===== config.mk =====
export PLATFORM = sky130hd
export DESIGN_NAME = fpa_ctrl
export DESIGN_NICKNAME = d
export VERILOG_FILES = /design/src/rtl/core/fpa_pkg.sv /design/src/rtl/core/fpa_ctrl.sv
export SDC_FILE = /design/constraint.sdc
export NUM_CORES = 1
export LEC_CHECK = 0
export ABC_AREA = 0
export BUFFER_PORTS_ARGS = -buffer_cell sky130_fd_sc_hd__buf_2
export CELL_PAD_IN_SITES_DETAIL_PLACEMENT = 1
export CELL_PAD_IN_SITES_GLOBAL_PLACEMENT = 1
export CORE_AREA = 2 2 39 41
export CTS_CLUSTER_DIAMETER = 200
export DETAILED_ROUTE_END_ITERATION = 12
export DIE_AREA = 0 0 41 43
export PLACE_DENSITY = 0.43
export SLEW_MARGIN = 20
export SYNTH_ARGS = -nofsm -noshare
export SYNTH_HDL_FRONTEND = slang
export SYNTH_SLANG_ARGS = --single-unit

===== constraint.sdc =====
create_clock -name clk -period 1.5 [get_ports clk]
set_input_delay 0.075 -clock clk [delete_from_list [all_inputs] [get_ports clk]]
set_output_delay 0.075 -clock clk [all_outputs]
set_load 0.05 [all_outputs]

===== src/rtl/core/fpa_pkg.sv =====
// fixed partition allocator: shared types and constants
// used by the interfaces, the controller, the datapath and the top level
`timescale 1ns / 1ps
`default_nettype none

package fpa_pkg;

	localparam int AMOUNT_W = 16;
	localparam int ENTRY_W  = 4;
	localparam int REQ_W    = 8;
	localparam int POLICY_W = 2;
	localparam int ACTIVE_W = 5;
	localparam int CFG_IDX_W = 1;
	localparam int CFG_DATA_W = 5;

	localparam logic [POLICY_W-1:0] POL_BEST  = 2'd0;
	localparam logic [POLICY_W-1:0] POL_WORST = 2'd1;
	localparam logic [POLICY_W-1:0] POL_FIRST = 2'd2;

	localparam logic [CFG_IDX_W-1:0] REG_POLICY = 1'd0;
	localparam logic [CFG_IDX_W-1:0] REG_ACTIVE = 1'd1;

	localparam logic KIND_LOAD    = 1'b0;
	localparam logic KIND_REQUEST = 1'b1;

	localparam logic [ACTIVE_W-1:0] ACTIVE_RESET = 5'd16;

	// controller to datapath
	typedef struct packed {
		logic load;
		logic start;
		logic scan;
		logic finish;
	} fpa_cmd_t;

	// datapath to controller
	typedef struct packed {
		logic scan_end;
		logic out_free;
	} fpa_stat_t;

endpackage

`default_nettype wire


===== src/rtl/core/fpa_ctrl.sv =====
// allocator controller: one-hot state machine that sequences load, scan and finish
// depends on fpa_pkg for the command and status structs
`timescale 1ns / 1ps
`default_nettype none

module fpa_ctrl import fpa_pkg::*; (
	input  wire logic      clk,
	input  wire logic      arst_n,
	input  wire logic      in_valid,
	input  wire logic      in_kind,
	output logic           in_ready,
	input  wire fpa_stat_t stat,
	output fpa_cmd_t       cmd
);

	typedef enum logic [2:0] {
		ST_IDLE   = 3'b001,
		ST_SCAN   = 3'b010,
		ST_FINISH = 3'b100
	} state_t;

	state_t state_q;
	state_t state_d;

	always_comb begin
		state_d    = state_q;
		in_ready   = 1'b0;
		cmd        = '0;
		case (state_q)
			ST_IDLE: begin
				in_ready = 1'b1;
				if (in_valid) begin
					if (in_kind == KIND_LOAD) begin
						cmd.load = 1'b1;
					end else begin
						cmd.start = 1'b1;
						state_d   = ST_SCAN;
					end
				end
			end
			ST_SCAN: begin
				// last compare settles on the edge that leaves this state
				if (stat.scan_end) begin
					state_d = ST_FINISH;
				end else begin
					cmd.scan = 1'b1;
				end
			end
			ST_FINISH: begin
				if (stat.out_free) begin
					cmd.finish = 1'b1;
					state_d    = ST_IDLE;
				end
			end
			default: begin
				state_d = ST_IDLE;
			end
		endcase
	end

	always_ff @(posedge clk or negedge arst_n) begin
		if (!arst_n) begin
			state_q <= ST_IDLE;
		end else begin
			state_q <= state_d;
		end
	end

endmodule

`default_nettype wire


==> qor.csv <==
stage,metric,value,unit
cells_and_area,areaGrowthSynthToFinish,84.5,%
drt,postRouteAntennaNets,0,
floorplanning,dieArea,1760,um^2
place,portBuffers,10,
cells_and_area,fin_util,0.237,
power,seqPwrFrac,0.288,
drt,viasPerCell,3.88,
cells_and_area,diodes,0,
cells_and_area,layout.cells.non_filler,49,
drt,wl_per_cell,9.51,um
synth,avgSynthCellArea,10.5,um^2
worst_setup_path,worstPathRequired,1.42,ns
worst_setup_path,cp_slowest_cell,dfstp_2,
synth,synth_commonest_cells,"a21oi_1, dfrtp_1, or3b_1",
global_route,antenna_found_initial,0,
power,swShare,0.320,
synth,ys_types,13,
synth,synth_area_leader_cell,dfrtp_1,
synth,synth_area,178,um^2
floorplanning,die_height,43,um
place,gp_congestion,0.609,
worst_setup_path,cp-startpoint,state_q[0],
place,dp.cells,43,
job,cap_violations,0,
sta,maxSlewViolCount,0,
sta,rsz0062_at_grt,no,
cts,clk_latency,0.23,ns
drt,first_pass_iters,1,
cells_and_area,nets,40,
synth,yosysWarnings,0,
synth,synthArstFlopShare,1.00,
global_route,track_usage,0.0725,
floorplanning,start_util,0.128,
synth,synthCells,17,
floorplanning,core-area,1380,um^2
worst_setup_path,critPathKind,flop to output pin,
synth,synth.most_common_cell,a21oi_1,
sta,max_clock_freq,715,MHz
drt,route.detailed.drc,0,
min_path,hp-start,stat[1],
cts,cts_sinks,3,
sta,setup_viol,0,
cells_and_area,largest_register_ffs,3,
cts,cts.htree.levels,1,
worst_setup_path,crit_path_max_fanout,3,
sta,tightest_slew,0.254,ns
worst_setup_path,reg2reg_from,state_q[1],
drt,num_vias,190,
cts,cts_buffers,3,
power,p_switching,0.000108,W
global_route,overflow,0,
sta,slew_headroom,0.830,
power,cellPowerDensity,1030,nW/um^2
cts,cts_root_buffer,clkbuf_4,
worst_setup_path,cp-end-kind,output pin,
floorplanning,pin_count,11,
cts,clockBufferDepth,2,
power,p_clk_frac,0.422,
synth,syn_nets,23,
synth,synth_top_area_frac,0.282,
cells_and_area,regMostFlops,state_q,
synth,ys_seq_elements,3,
sta,skew,0.00205,ns
worst_setup_path,crit_arrival,1.32,ns
drt,routed_wirelength,466,um
cells_and_area,layout-drive-gt1-share,0.606,
global_route,grt_pass1_vias,204,
drt,drt_iter0_markers,0,
synth,synth_edf_count,0,
worst_setup_path,max_stage_delay,0.52,ns
power,ir_worst_vdd,407,uV
min_path,hold_depth,3,
sta,final_hold_viol_count,0,
sta,fin_crit_sh,0.933,
min_path,hp-class,input pin to flop,
cts,cts_tree,yes,
cts,clk_pin_slew_worst_paths,0.04,ns
global_route,grt_max_degree,8,
worst_setup_path,cp-start-kind,flop,
synth,synthTopCellsByArea,"dfrtp_1, dfstp_2, or3b_1, a21oi_1, nor3b_2",
worst_setup_path,reg2regPathDepth,3,
floorplanning,die_width,41,um
global_route,grt_pass1_wl,800,um
worst_setup_path,worstPathCellList,nor3b_4 -> and3_4 -> buf_6,
sta,min_period,1.40,ns
synth,yosysSeqAreaShare,0.430,
outcome,outcome,"finished, final reports clean",
floorplanning,rows,14,
synth,synth_top_flop_cell,dfrtp_1,
power,p_comb_frac,0.290,
cells_and_area,largest_registers,state_q: 3 flops,
power,p_leak,0.140,nW
power,internal_power,0.000229,W
place,dp_hpwl,362,um
==> area by class of cell <==
type                            count  area, um^2
Multi-Input combinational cell     14         125
Clock buffer                        4        26.3
Fill cell                         162        1060
Timing Repair Buffer               12        80.1
Sequential cell                     3        76.3
Tap cell                           16        20.0
==> power groups by stage <==
| stage | sequential (W) | combinational [W] | clock [W] |
|---|---|---|---|
| 2_1_floorplan | 0.000100 | 0.0000615 | 0 |
| 3_3_place_gp | 0.000102 | 0.0000813 | 0 |
| 3_5_place_dp | 0.000103 | 0.0000824 | 0 |
| 4_1_cts | 0.0000970 | 0.0000990 | 0.000152 |
| 5_1_grt | 0.0000986 | 0.000106 | 0.000155 |
| 6_report | 0.0000971 | 0.0000979 | 0.000142 |
==> cell usage in the layout, fill, tap and decap left out <==
cell type,count
or3b_1,2
dlygate4sd3_1,1
buf_6,2
clkbuf_1,1
dfrtp_1,2
clkbuf_4,3
a21oi_1,3
and3b_2,1
nor3b_4,1
nor2_1,1
buf_2,8
buf_4,1
nor3_2,1
nand2b_1,1
nor4bb_2,1
and3_4,1
nand4b_1,1
dfstp_2,1
nand3b_1,1
==> per-stage QoR <==
| step | power, W | setup slack (ns) | hold WS (ns) | instance area, um^2 | setup TNS, ns |
|---|---|---|---|---|---|
| after floorplan | 0.000162 | -0.145 | -0.221 | 201 | -0.385 |
| after global placement | 0.000184 | 0.184 | -0.130 | 272 | 0 |
| after detailed placement | 0.000185 | 0.146 | -0.128 | 272 | 0 |
| after CTS | 0.000348 | 0.0800 | 0.133 | 328 | 0 |
| after global routing | 0.000359 | 0.0459 | 0.167 | 328 | 0 |
| final | 0.000337 | 0.101 | 0.138 | 328 | 0 |
==> worst max-delay path: cells and delay by family (launching register included) <==
family	cells	cell delay [ns]
simple gates	2	0.42
buf+inv	1	0.15
flops	1	0.52
==> worst paths after layout <==
check / endpoint / slack (ns)
max: cmd[2] / 0.10
min: state_q[2] / 0.14
max reg2reg: state_q[0] / 0.33
min reg2reg: state_q[1] / 0.56
max in group asynchronous: state_q[0] / 1.14
min in group asynchronous: state_q[2] / 0.16
==> timing repair <==
item	4_1_cts	5_1_grt
gates resized for setup	4	0
setup buffers	1	0
setup endpoints to repair	2	0
hold buffers	1	0
hold endpoints to repair	3	0
==> per-layer routing <==
layer | GRT usage | up-vias | routed length (um) | share of wire
li1 | - | 96 | - | -
met1 | 0.0714 | 85 | 194 | 0.42
met2 | 0.100 | 7 | 231 | 0.50
met3 | 0.0314 | 2 | 25 | 0.054
met4 | 0.0800 | 0 | 14 | 0.030
met5 | 0 | - | 0 | 0
==> cell families (layout without fill, tap and decap cells) <==
logic type | Yosys count | after routing | synth area share
compound gates | 3 | 3 | 0.0845
simple gates | 11 | 11 | 0.486
buf+inv | 0 | 16 | 0
flops | 3 | 3 | 0.430
(Power assumes the default switching activity.)
