`src/rtl/core/fpa_pkg.sv`:
```
// fixed partition allocator: shared types and constants
// used by the interfaces, the controller, the datapath and the top level
`timescale 1ns / 1ps
`default_nettype none

package fpa_pkg;

	localparam int AMOUNT_W = 16;
	localparam int ENTRY_W  = 4;
	localparam int REQ_W    = 8;
	localparam int POLICY_W = 2;
	localparam int ACTIVE_W = 5;
	localparam int CFG_IDX_W = 1;
	localparam int CFG_DATA_W = 5;

	localparam logic [POLICY_W-1:0] POL_BEST  = 2'd0;
	localparam logic [POLICY_W-1:0] POL_WORST = 2'd1;
	localparam logic [POLICY_W-1:0] POL_FIRST = 2'd2;

	localparam logic [CFG_IDX_W-1:0] REG_POLICY = 1'd0;
	localparam logic [CFG_IDX_W-1:0] REG_ACTIVE = 1'd1;

	localparam logic KIND_LOAD    = 1'b0;
	localparam logic KIND_REQUEST = 1'b1;

	localparam logic [ACTIVE_W-1:0] ACTIVE_RESET = 5'd16;

	// controller to datapath
	typedef struct packed {
		logic load;
		logic start;
		logic scan;
		logic finish;
	} fpa_cmd_t;

	// datapath to controller
	typedef struct packed {
		logic scan_end;
		logic out_free;
	} fpa_stat_t;

endpackage

`default_nettype wire

```
`src/rtl/core/fpa_dp.sv`:
```
// allocator datapath: config registers, size memory, taken flags, scan compare
// and the result register; depends on fpa_pkg
`timescale 1ns / 1ps
`default_nettype none

module fpa_dp import fpa_pkg::*; #(
	parameter int MAX_PARTITIONS = 16
) (
	input  wire logic                  clk,
	input  wire logic                  arst_n,
	input  wire logic                  cfg_we,
	input  wire logic [CFG_IDX_W-1:0]  cfg_index,
	input  wire logic [CFG_DATA_W-1:0] cfg_data,
	input  wire logic [ENTRY_W-1:0]    in_entry_index,
	input  wire logic [AMOUNT_W-1:0]   in_amount,
	input  wire logic [REQ_W-1:0]      in_requester,
	input  wire fpa_cmd_t              cmd,
	output fpa_stat_t                  stat,
	output logic                       out_valid,
	input  wire logic                  out_ready,
	output logic                       out_granted,
	output logic [ENTRY_W-1:0]         out_chosen_index,
	output logic [AMOUNT_W-1:0]        out_chosen_size,
	output logic [REQ_W-1:0]           out_requester_echo
);

	localparam int IDX_W = (MAX_PARTITIONS > 1) ? $clog2(MAX_PARTITIONS) : 1;
	localparam int CNT_W = $clog2(MAX_PARTITIONS + 1);
	localparam int CMP_W = (CNT_W > ACTIVE_W) ? CNT_W : ACTIVE_W;

	logic [POLICY_W-1:0] policy_q;
	logic [ACTIVE_W-1:0] active_q;

	logic [AMOUNT_W-1:0] size_mem [MAX_PARTITIONS];
	logic [MAX_PARTITIONS-1:0] taken_q;

	logic [CNT_W-1:0]    cnt_q;
	logic [AMOUNT_W-1:0] amount_q;
	logic [REQ_W-1:0]    req_q;

	logic                vld_s1;
	logic                taken_s1;
	logic [AMOUNT_W-1:0] size_s1;
	logic [IDX_W-1:0]    idx_s1;

	logic                found_q;
	logic [IDX_W-1:0]    pick_q;
	logic [AMOUNT_W-1:0] best_q;

	logic                out_valid_q;
	logic                granted_q;
	logic [ENTRY_W-1:0]  chosen_index_q;
	logic [AMOUNT_W-1:0] chosen_size_q;
	logic [REQ_W-1:0]    requester_echo_q;

	logic [IDX_W-1:0] rd_addr;
	logic [IDX_W-1:0] ld_addr;
	logic             ld_in_range;
	logic             in_limit;
	logic             fit;
	logic             better;

	assign rd_addr     = cnt_q[IDX_W-1:0];
	assign ld_addr     = IDX_W'(in_entry_index);
	assign ld_in_range = (32'(in_entry_index) < 32'(MAX_PARTITIONS));
	assign in_limit    = (CMP_W'(cnt_q) < CMP_W'(active_q))
		&& (CMP_W'(cnt_q) < CMP_W'(MAX_PARTITIONS));

	assign stat.scan_end = !in_limit;
	assign stat.out_free = !out_valid_q || out_ready;

	// config port
	always_ff @(posedge clk or negedge arst_n) begin
		if (!arst_n) begin
			policy_q <= POL_BEST;
			active_q <= ACTIVE_RESET;
		end else if (cfg_we) begin
			case (cfg_index)
				REG_POLICY: policy_q <= cfg_data[POLICY_W-1:0];
				REG_ACTIVE: active_q <= cfg_data[ACTIVE_W-1:0];
				default: ;
			endcase
		end
	end

	// size memory: one write port, one registered read port
	always_ff @(posedge clk) begin
		if (cmd.load && ld_in_range) begin
			size_mem[ld_addr] <= in_amount;
		end
		size_s1 <= size_mem[rd_addr];
	end

	always_ff @(posedge clk or negedge arst_n) begin
		if (!arst_n) begin
			taken_q <= '0;
		end else if (cmd.load && ld_in_range) begin
			taken_q[ld_addr] <= 1'b0;
		end else if (cmd.finish && found_q) begin
			taken_q[pick_q] <= 1'b1;
		end
	end

	// scan counter and the read stage
	always_ff @(posedge clk or negedge arst_n) begin
		if (!arst_n) begin
			cnt_q  <= '0;
			vld_s1 <= 1'b0;
		end else begin
			vld_s1 <= cmd.scan && in_limit;
			if (cmd.start) begin
				cnt_q <= '0;
			end else if (cmd.scan && in_limit) begin
				cnt_q <= cnt_q + CNT_W'(1);
			end
		end
	end

	always_ff @(posedge clk) begin
		taken_s1 <= taken_q[rd_addr];
		idx_s1   <= rd_addr;
		if (cmd.start) begin
			amount_q <= in_amount;
			req_q    <= in_requester;
		end
	end

	// compare stage: strict compares keep ties on the lowest index
	assign fit = vld_s1 && !taken_s1 && (size_s1 >= amount_q);

	always_comb begin
		case (policy_q)
			POL_BEST:  better = size_s1 < best_q;
			POL_WORST: better = size_s1 > best_q;
			default:   better = 1'b0;
		endcase
	end

	always_ff @(posedge clk or negedge arst_n) begin
		if (!arst_n) begin
			found_q <= 1'b0;
			pick_q  <= '0;
			best_q  <= '0;
		end else if (cmd.start) begin
			found_q <= 1'b0;
			pick_q  <= '0;
			best_q  <= '0;
		end else if (fit && (!found_q || better)) begin
			found_q <= 1'b1;
			pick_q  <= idx_s1;
			best_q  <= size_s1;
		end
	end

	// result register
	always_ff @(posedge clk or negedge arst_n) begin
		if (!arst_n) begin
			out_valid_q <= 1'b0;
		end else if (cmd.finish) begin
			out_valid_q <= 1'b1;
		end else if (out_ready) begin
			out_valid_q <= 1'b0;
		end
	end

	always_ff @(posedge clk) begin
		if (cmd.finish) begin
			granted_q        <= found_q;
			chosen_index_q   <= ENTRY_W'(pick_q);
			chosen_size_q    <= best_q;
			requester_echo_q <= req_q;
		end
	end

	assign out_valid          = out_valid_q;
	assign out_granted        = granted_q;
	assign out_chosen_index   = chosen_index_q;
	assign out_chosen_size    = chosen_size_q;
	assign out_requester_echo = requester_echo_q;

endmodule

`default_nettype wire
```
`config.mk`:
```
export PLATFORM = sky130hd
export DESIGN_NAME = fpa_dp
export DESIGN_NICKNAME = d
export VERILOG_FILES = /design/src/rtl/core/fpa_pkg.sv /design/src/rtl/core/fpa_dp.sv
export SDC_FILE = /design/constraint.sdc
export NUM_CORES = 1
export LEC_CHECK = 0
export BUFFER_PORTS_ARGS = -buffer_cell sky130_fd_sc_hd__buf_2
export CAP_MARGIN = 20
export CORE_UTILIZATION = 48
export CTS_CLUSTER_DIAMETER = 100
export DETAILED_ROUTE_END_ITERATION = 8
export PLACE_DENSITY = 0.64
export SYNTH_ARGS = -nofsm -noshare
export SYNTH_HDL_FRONTEND = slang
export SYNTH_SLANG_ARGS = --single-unit
```
`constraint.sdc`:
```
create_clock -name clk -period 3.8 [get_ports clk]
set_input_delay 0.57 -clock clk [delete_from_list [all_inputs] [get_ports clk]]
set_output_delay 0.57 -clock clk [all_outputs]
set_load 0.005 [all_outputs]
```
==> impl_metrics.yaml <==
setup_path:
  slowest_stage: "o311ai_0"
  timing.rr.end: "best_q[10]"
  worstSetupPathType: "reg -> reg"
  cp.depth: 9
  cpPeakStageDelay_ps: 540
  startpoint: "best_q[11]"
  critPathBufInv: 2
  crit_fanout: 20
  reg2regPathDepth: 9
  cp.arrival_ps: 3110
  reg2reg_from: "best_q[11]"
  start_kind: "flip-flop"
  end_kind: "flip-flop"
  worstPathCellList: "inv_1, ha_1, nand4_1, o311ai_0, nor4_1, a2111oi_4, buf_4, mux2i_1, nor2_1"
  crit_required_ps: 4190
  ff2ff_setup_slack_ps: 1070
  crit_end: "best_q[10]"
  crit_family: "compound AO/OA/AOI/OAI gates"
cells_and_area:
  drive_gt1_share_pct: 29.0
  post-route-util_pct: 56.1
  diodes: 0
  area_growth_pct: 15.2
  fin_nets: 959
synth:
  syn_area_per_cell_um2: 19.3
  ys_types: 48
  synth_edf_count: 309
  ys_top_cells_by_area: "edfxtp_1, mux4_2, dfrtp_1"
  async_flop_share_pct: 13.4
  synthCells: 769
  synth_common_cells: "edfxtp_1, mux4_2, dfrtp_1, inv_1"
  synth_seq_cells: 381
  synthFlopType: "edfxtp_1"
  seq_area_frac_synth_pct: 73.9
  yosysTopAreaCellShare_pct: 62.5
  synth_warnings: 0
  synthMostInstantiatedCell: "edfxtp_1"
  netlist_area_um2: 14900
  synth.largest_area_cell: "edfxtp_1"
  synth_nets: 848
routing:
  drtAntennaViolNets: 0
  drt_iter0_drc: 624
  firstDrtPassIters: 5
  num_vias: 7465
  finalWirelength_um: 30600
  viasPerCell: 5.72
  wl_per_cell_um: 23.5
  route.detailed.drc: 0
floorplanning:
  core_area_um2: 30500
  die_area_um2: 31700
  fp.dieW_um: 178
  initial_core_util_pct: 48.7
  rows: 64
  fp.dieH_um: 178
  io_pins: 74
timing:
  setup_tns_ps: 0
  slew_headroom_pct: 25.7
  hold_violations: 0
  final_max_slew_viol_count: 0
  fmax_mhz: 367
  finalSetupViolCount: 0
  min_period_ps: 2730
  grt_setup_unrepaired: "no"
  post-route-period-util_pct: 71.8
  skew_ps: 14.7
  tightest_slew_ps: 1110
power_and_ir_drop:
  power_density_nw_per_um2: 556
  p_leak_uw: 0.00602
  peakVddDrop_v: 0.000335
cts:
  clk_pin_slew_worst_paths_ps: 60
  clockRootBuffer: "clkbuf_16"
  cts_tree: "done"
  cts_buffer_depth: 3
  cts.repair.resized: 0
  clkSinkCount: 381
  cts_buffers: 38
  postCtsSetupRepairBufs: 0
  worstSkewPairLatency_ps: 530
  htree_levels: 2
placement:
  gp_congestion: 0.831
  dpl.hpwl_um: 18100
  numPortBuffers: 73
global_route:
  grt_pass1_wl_um: 45800
  grt_pass1_vias: 7557
  grt_max_degree: 73
  grt_overflow: 0
  antenna_found_initial: 0
  grt.total_usage_pct: 20.1
worst_hold_path:
  hp-class: "in -> reg"
flow_run:
  cap_viol_max_count: 0
status:
  status: "finished clean"
[power breakdown]
part	switching (µW)	internal, µW
sequential	124	4720
combinational	444	438
clock	1550	2250
[what timing repair did]
item,in CTS,in global routing
endpoints found under the hold margin,13,0
hold buffers,1,0
setup endpoints to repair,0,0
[kinds of logic after synthesis]
group           count (synthesis)  synth area share, %
buf+inv                        73                 2.02
xor+xnor                        1               0.0590
compound gates                 67                 2.91
simple gates                   98                 3.24
flops                         381                 73.9
mux                           112                 14.8
fa+ha+maj                      37                 3.12
[worst register-to-register path: cells and delay by family, from the launching register on]
kind / cells / cell delay, ps
AOI/OAI and AO/OA: 2 / 760
adders and majority gates: 1 / 310
and+or+nand+nor: 3 / 430
muxes: 1 / 270
buffers and inverters: 2 / 440
DFF: 1 / 370
[cell usage in the layout (no fill, tap or decap), drive strengths merged, types with 3 or more instances in the layout]
cell type / n
nand2b: 8
a21oi: 18
buf: 98
dfxtp: 21
clkbuf: 45
dfrtp: 50
ha: 37
nor2: 37
o21ai: 28
mux2i: 20
inv: 46
mux2: 7
nand2: 20
o31ai: 3
mux4: 85
edfxtp: 309
nor3: 4
a21o: 5
nand4: 7
bufinv: 5
nand3: 5
nor2b: 5
clkinv: 17
[stage by stage]
step | area (µm²) | power (µW) | setup slack [ps] | hold WS (ps) | instances
final | 17100 | 9520 | 1070 | 227 | 1306
after global placement | 15800 | 5770 | 1170 | 408 | 1234
after detailed placement | 15800 | 5820 | 1060 | 411 | 1234
after CTS | 17100 | 9610 | 1040 | 208 | 1305
after global routing | 17100 | 9870 | 813 | 215 | 1306
after floorplan | 14900 | 5490 | 1040 | 274 | 769
[registers in the layout, summed over array words and instances (netlist names), 2 cells and up]
name / cells
active_q: 5
amount_q: 16
best_q: 16
cnt_q: 5
idx_s1: 4
out_chosen_index: 4
out_chosen_size: 16
out_requester_echo: 8
pick_q: 4
policy_q: 2
req_q: 8
size_mem: 256
size_s1: 16
taken_q: 16
[layout make-up]
| type | instances | area (µm²) |
|---|---|---|
| fillers | 2275 | 13400 |
| well taps | 396 | 495 |
| repair buffers | 99 | 588 |
| multi-input cells | 315 | 3600 |
| inverters | 45 | 169 |
| clock buffers | 45 | 1010 |
| flip-flops and latches | 381 | 11000 |
| clock inverters | 25 | 274 |
[routing by layer]
metal	track usage (%)	up-vias	part of all wire, %
li1	-	3264	-
met1	27.1	3879	42
met2	33.8	269	50
met3	3.19	53	5.6
met4	5.84	0	2.2
met5	0	-	0
[worst min-delay path by stage]
stage                          from               endpoint  slack [ps]  depth (start not counted)
floorplan                    arst_n            active_q[0]         270                          0
global placement           req_q[6]  out_requester_echo[6]         410                          0
detailed placement         req_q[1]  out_requester_echo[1]         410                          0
CTS                 in_requester[2]               req_q[2]         210                          1
global route        in_requester[2]               req_q[2]         220                          1
finish              in_requester[7]               req_q[7]         230                          1
Note: power is estimated with default switching activity, not from simulation.
